[src/running_block_mean_error_core_defines.svh]
`ifndef RUNNING_BLOCK_MEAN_ERROR_CORE_DEFINES_SVH
`define RUNNING_BLOCK_MEAN_ERROR_CORE_DEFINES_SVH

// Checks that are switched off while the reset is held.
`define RBME_ASSERT(lbl, prop, msg) \
    lbl: assert property (@(posedge i_clk) disable iff (!i_rst_n) prop) else $error(msg);

// Checks that also hold across the reset itself.
`define RBME_ASSERT_RST(lbl, prop, msg) \
    lbl: assert property (@(posedge i_clk) prop) else $error(msg);

`endif

[src/rbme_pkg.sv]
package rbme_pkg;

    localparam int MAX_BLOCKS = 4096;

    localparam int W_SAMPLE = 16;
    localparam int W_CNT    = 13;
    localparam int W_IDX    = 12;
    localparam int W_SUM    = 28;
    localparam int W_SQ     = 44;
    localparam int W_SQ_LO  = 22;
    localparam int W_SQ_HI  = W_SQ - W_SQ_LO;
    localparam int W_PP     = W_CNT + W_SQ_LO;
    localparam int W_NN     = 2 * W_CNT;
    localparam int W_NUM    = 55;
    localparam int W_DEN    = 37;
    localparam int W_Q      = 32;
    localparam int W_ROOT   = W_Q / 2;
    localparam int W_SREM   = W_ROOT + 2;
    localparam int W_ERR    = 16;
    localparam int W_ITER   = 5;

    localparam int DIV_STEPS  = W_Q;
    localparam int SQRT_STEPS = W_ROOT;

    typedef struct packed {
        logic load;
        logic acc;
        logic prep;
        logic prod2;
        logic prod3;
        logic prod4;
        logic dload;
        logic div_step;
        logic sqrt_step;
        logic out_load;
    } t_cmd;

endpackage

[src/rbme_ctrl.sv]
`include "running_block_mean_error_core_defines.svh"

module rbme_ctrl (
    input  logic          i_clk,
    input  logic          i_rst_n,
    input  logic          i_s_tvalid,
    output logic          o_s_tready,
    output logic          o_m_tvalid,
    input  logic          i_m_tready,
    output rbme_pkg::t_cmd o_cmd
);

    localparam logic [3:0] S_IDLE  = 4'd0;
    localparam logic [3:0] S_ACC   = 4'd1;
    localparam logic [3:0] S_PREP  = 4'd2;
    localparam logic [3:0] S_PROD2 = 4'd3;
    localparam logic [3:0] S_PROD3 = 4'd4;
    localparam logic [3:0] S_PROD4 = 4'd5;
    localparam logic [3:0] S_DLOAD = 4'd6;
    localparam logic [3:0] S_DIV   = 4'd7;
    localparam logic [3:0] S_SQRT  = 4'd8;
    localparam logic [3:0] S_DONE  = 4'd9;

    localparam logic [rbme_pkg::W_ITER-1:0] DIV_LAST  =
        rbme_pkg::W_ITER'(rbme_pkg::DIV_STEPS - 1);
    localparam logic [rbme_pkg::W_ITER-1:0] SQRT_LAST =
        rbme_pkg::W_ITER'(rbme_pkg::SQRT_STEPS - 1);

    logic [3:0]                   r_state, n_state;
    logic [rbme_pkg::W_ITER-1:0]  r_iter, n_iter;
    logic                         r_out_valid, n_out_valid;
    logic                         w_out_free;
    rbme_pkg::t_cmd               w_cmd;

    assign w_out_free = !r_out_valid || i_m_tready;
    assign o_s_tready = (r_state == S_IDLE);
    assign o_m_tvalid = r_out_valid;
    assign o_cmd      = w_cmd;

    always_comb begin
        n_state = r_state;
        n_iter  = r_iter;
        w_cmd   = '0;
        unique case (r_state)
            S_IDLE: begin
                if (i_s_tvalid) begin
                    w_cmd.load = 1'b1;
                    n_state    = S_ACC;
                end
            end
            S_ACC: begin
                w_cmd.acc = 1'b1;
                n_state   = S_PREP;
            end
            S_PREP: begin
                w_cmd.prep = 1'b1;
                n_state    = S_PROD2;
            end
            S_PROD2: begin
                w_cmd.prod2 = 1'b1;
                n_state     = S_PROD3;
            end
            S_PROD3: begin
                w_cmd.prod3 = 1'b1;
                n_state     = S_PROD4;
            end
            S_PROD4: begin
                w_cmd.prod4 = 1'b1;
                n_state     = S_DLOAD;
            end
            S_DLOAD: begin
                w_cmd.dload = 1'b1;
                n_iter      = '0;
                n_state     = S_DIV;
            end
            S_DIV: begin
                w_cmd.div_step = 1'b1;
                n_iter         = r_iter + 1'b1;
                if (r_iter == DIV_LAST) begin
                    n_iter  = '0;
                    n_state = S_SQRT;
                end
            end
            S_SQRT: begin
                w_cmd.sqrt_step = 1'b1;
                n_iter          = r_iter + 1'b1;
                if (r_iter == SQRT_LAST) begin
                    n_iter  = '0;
                    n_state = S_DONE;
                end
            end
            S_DONE: begin
                if (w_out_free) begin
                    w_cmd.out_load = 1'b1;
                    n_state        = S_IDLE;
                end
            end
            default: begin
                n_state = S_IDLE;
            end
        endcase
    end

    always_comb begin
        n_out_valid = r_out_valid;
        if (w_cmd.out_load) begin
            n_out_valid = 1'b1;
        end else if (i_m_tready) begin
            n_out_valid = 1'b0;
        end
    end

    always_ff @(posedge i_clk) begin
        if (!i_rst_n) begin
            r_state     <= S_IDLE;
            r_iter      <= '0;
            r_out_valid <= 1'b0;
        end else begin
            r_state     <= n_state;
            r_iter      <= n_iter;
            r_out_valid <= n_out_valid;
        end
    end

    `RBME_ASSERT(a_accept_starts_item, (i_s_tvalid && o_s_tready) |=> (r_state == S_ACC),
        "accepted beat did not start the accumulation step")
    `RBME_ASSERT(a_no_result_overwrite, w_cmd.out_load |-> (!r_out_valid || i_m_tready),
        "result register loaded while it still held an untaken beat")
    `RBME_ASSERT(a_done_after_sqrt,
        (r_state == S_DONE) |-> $past(r_state == S_SQRT || r_state == S_DONE),
        "result stage reached without the square root pass")
    `RBME_ASSERT_RST(a_reset_clears_valid, !i_rst_n |=> !o_m_tvalid,
        "output valid not cleared by reset")

endmodule

[config.mk]
export PLATFORM = sky130hd
export DESIGN_NAME = rbme_ctrl
export DESIGN_NICKNAME = d
export VERILOG_FILES = /design/src/rbme_pkg.sv /design/src/rbme_ctrl.sv
export VERILOG_INCLUDE_DIRS = /design/src /design/src/src
export SDC_FILE = /design/constraint.sdc
export NUM_CORES = 1
export LEC_CHECK = 0
export ABC_AREA = 1
export ABC_CLOCK_PERIOD_IN_PS = 2900
export BUFFER_PORTS_ARGS = -buffer_cell sky130_fd_sc_hd__clkbuf_2
export CAP_MARGIN = 0
export CORE_MARGIN = 2
export CORE_UTILIZATION = 50
export DETAILED_ROUTE_END_ITERATION = 12
export PLACE_DENSITY = 0.82
export SKIP_LAST_GASP = 1
export SLEW_MARGIN = 15
export SYNTH_ARGS = -nofsm -noshare
export SYNTH_HDL_FRONTEND = slang
export SYNTH_SLANG_ARGS = --single-unit
export TNS_END_PERCENT = 20
[constraint.sdc]
create_clock -name i_clk -period 2.9 [get_ports i_clk]
set_input_delay 0 -clock i_clk [delete_from_list [all_inputs] [get_ports i_clk]]
set_output_delay 0 -clock i_clk [all_outputs]
set_load 0.02 [all_outputs]
==> impl_results.md <==
* Status: complete, no violations
* Crit path launch type: register
* Drt first pass iters at 4
* Vias in the first global route at 560
* Critical path class: register to register
* Hold Crit Depth at 3
* Placed Cells at ~130
* P&R area growth vs syn at 16.6%
* Routed vias/inst at approximately 4.9
* Critical Path AT at about 1.8 ns
* Share of layout cells above drive strength 1 at between 20% and 30%
* Final Cycle Share at a little under three fifths
* Final worst slack at 1.26 ns
* Clock Tree Buf Depth at 2
* Synth area leaders: dfxtp_1 (31%), nand2_1 (14%), nor2_1 (11%), inv_1 (9.3%), ha_1 (7.7%)
* Mapped Nets at about 110
* Drt wl/cell at between 9 and 10 um
* Post-CTS Setup Inserts at 0
* Post-synth ARST share at 0%
* Fin crit period at approximately 1.6 ns
* Routed wire length at around 1300 um
* Worst Path Max Fanout at 4
* Max frequency at between 0.6 and 0.7 GHz
* R2r worst-path depth at 11
* Largest area contributor in the netlist: dfxtp_1
* Share of the synthesized area in the top cell type at 30.9%
* I/O Pins at 16
* GR Util met1 at 25.2%
* Setup WS pre-CTS at roughly 1.3 ns
* Post-route non-filler standard cell count at roughly 140
* Setup TNS at 0 ns
* Synth Instances at roughly 100
* Hold-fix buffer count after cts at 0
* Initial core utilization at 56.1%
* Residual DRC at 0
* Num CTS Buffers at 3
* Most crowded layer after global routing: met2
* Nets at ~130
* Vias at 657
* Register area share after synthesis at a little under a third
* Die area at about 1600 um^2
* Post-CTS Resized at 0
* Met2 GRT Util at roughly 33%
* CTS tree: built
* Leak at 0.000403 uW
* Antenna cells at 0
* Die width at 40.0 um
* Ys Warns at 0
* GRT Total Usage at between 20% and 30%
* Worst slew pin tran at between 0.2 and 0.3 ns
* Power density cells at slightly below 900 nW/um^2
* RePlAce Congestion at roughly 0.87
* Final slew viol count at 0
* Row cnt at 12
* Clock transition at the registers of the reported paths at ~0.060 ns
* HPWL after DPL at roughly 1100 um
* VDD IR max at around 0.0005 V
* Most numerous cell in the Yosys netlist: nand2_1
* Pin count of the biggest net entering global routing at 7
* First-pass GRT wire length at 2180 um
* Clock Latency Late Sink at 0.26 ns
* H-tree depth at 1
* Hold Path Class: primary input to register
* IO Port Bufs at 15
* Yosys cell types at 17
* Routed Antenna Nets at 0
* Unrepaired setup endpoints after global routing: false
* Synth Flop Type: dfxtp_1
* CTS sink cnt at 10
* Met3 GRT Util at 10.0%
* Post-Synthesis Cell Area at between 600 and 700 um^2
* Detailed Route Iter0 Violations at 7
* Final Hold Fails at 0
* Initial antenna violation count at 0
* Grt ovf at 0
* Post-synth EDFFs at 0
* Top cells by count, synth: nand2_1 (25), nor2_1 (19), inv_1 (16)
* Die H at 40.0 um
* Max cap viols at 0
* Clock Skews at 0.00392 ns
* Total core area at 1160 um^2
* Syn avg cell area at around 6.2 um^2
* Setup crit end kind: register
* Root Driver: clkbuf_4
* Worst relative slew slack at just over 80%
* FF+latch count, synth at 10
* Setup-failing EPs final at 0
* Worst Path Required at between 3 and 4 ns
-- report_power, final --
group          total, uW  internal (uW)  switching (uW)  leakage, uW
Clock               90.8           47.7            43.1    0.0000138
Sequential           210            168            41.8    0.0000814
Combinational        364            112             251     0.000308
-- area by class of cell --
cell class	count	area (um^2)
clock buffer	3	22.5
fill	124	400
inverter	20	75.1
multi-input combinational	73	365
sequential	10	200
tap	14	17.5
timing repair buffer	15	75.1
-- cell usage in the layout, fill, tap and decap left out --
master / n
a31oi_1: 1
nand3_2: 1
o21ai_0: 3
ha_1: 4
nor2_2: 5
a21oi_1: 5
inv_2: 4
nand2_2: 1
xor2_1: 1
nand3_1: 6
dfxtp_1: 10
inv_1: 16
nor2_1: 19
clkbuf_4: 3
nand2_1: 25
clkbuf_2: 15
nor3_1: 1
nor4_2: 1
-- final timing paths --
path,from,endpoint,slack (ns)
worst max-delay path,r_iter[0],r_state[3],1.26
worst max register to register,r_iter[0],r_state[3],1.26
worst min-delay path,i_rst_n,r_state[0],0.0006
worst min register to register,r_iter[3],r_iter[3],0.47
-- state kept, by name (all words and copies together) (netlist names) --
signal / count
o_m_tvalid: 1
r_iter: 5
r_state: 4
-- cell families (layout without fill, tap and decap cells) --
family / count (synthesis) / in the layout / synth area share [%]
flip-flops: 10 / 10 / 30.9
buffers and inverters: 21 / 38 / 12.7
AND/OR/NAND/NOR: 59 / 59 / 40.2
adder cells (fa/ha/maj): 4 / 4 / 7.72
AO/OA/AOI/OAI: 9 / 9 / 7.14
XOR/XNOR: 1 / 1 / 1.35
-- worst max-delay path, stage by stage, from the launching register on --
cell	delay, ns
dfxtp_1	0.37
ha_1	0.18
nand2_1	0.08
nor2_1	0.18
ha_1	0.17
inv_1	0.04
nand3_2	0.09
nand2_2	0.08
nor2_2	0.17
nand2_1	0.07
nand2_1	0.06
nor2_1	0.04
-- routing by layer --
metal  part of all wire (%)  up-vias
met5                      0        -
met4                      0        0
met3                    5.1        0
met2                     47       14
met1                     48      293
li1                       -      350
-- stage by stage --
step / utilization, % / total power [uW] / area (um^2) / hold WS (ns)
finish: 65.4 / 665 / 756 / 0.000623
global route: 65.4 / 729 / 756 / 0.00624
CTS: 65.4 / 671 / 756 / 0.00102
detailed placement: 63.4 / 576 / 733 / 0.280
global placement: 63.4 / 571 / 733 / 0.267
floorplan: - / 483 / 648 / 0.120
No activity file was read; power rests on OpenSTA's default activity.
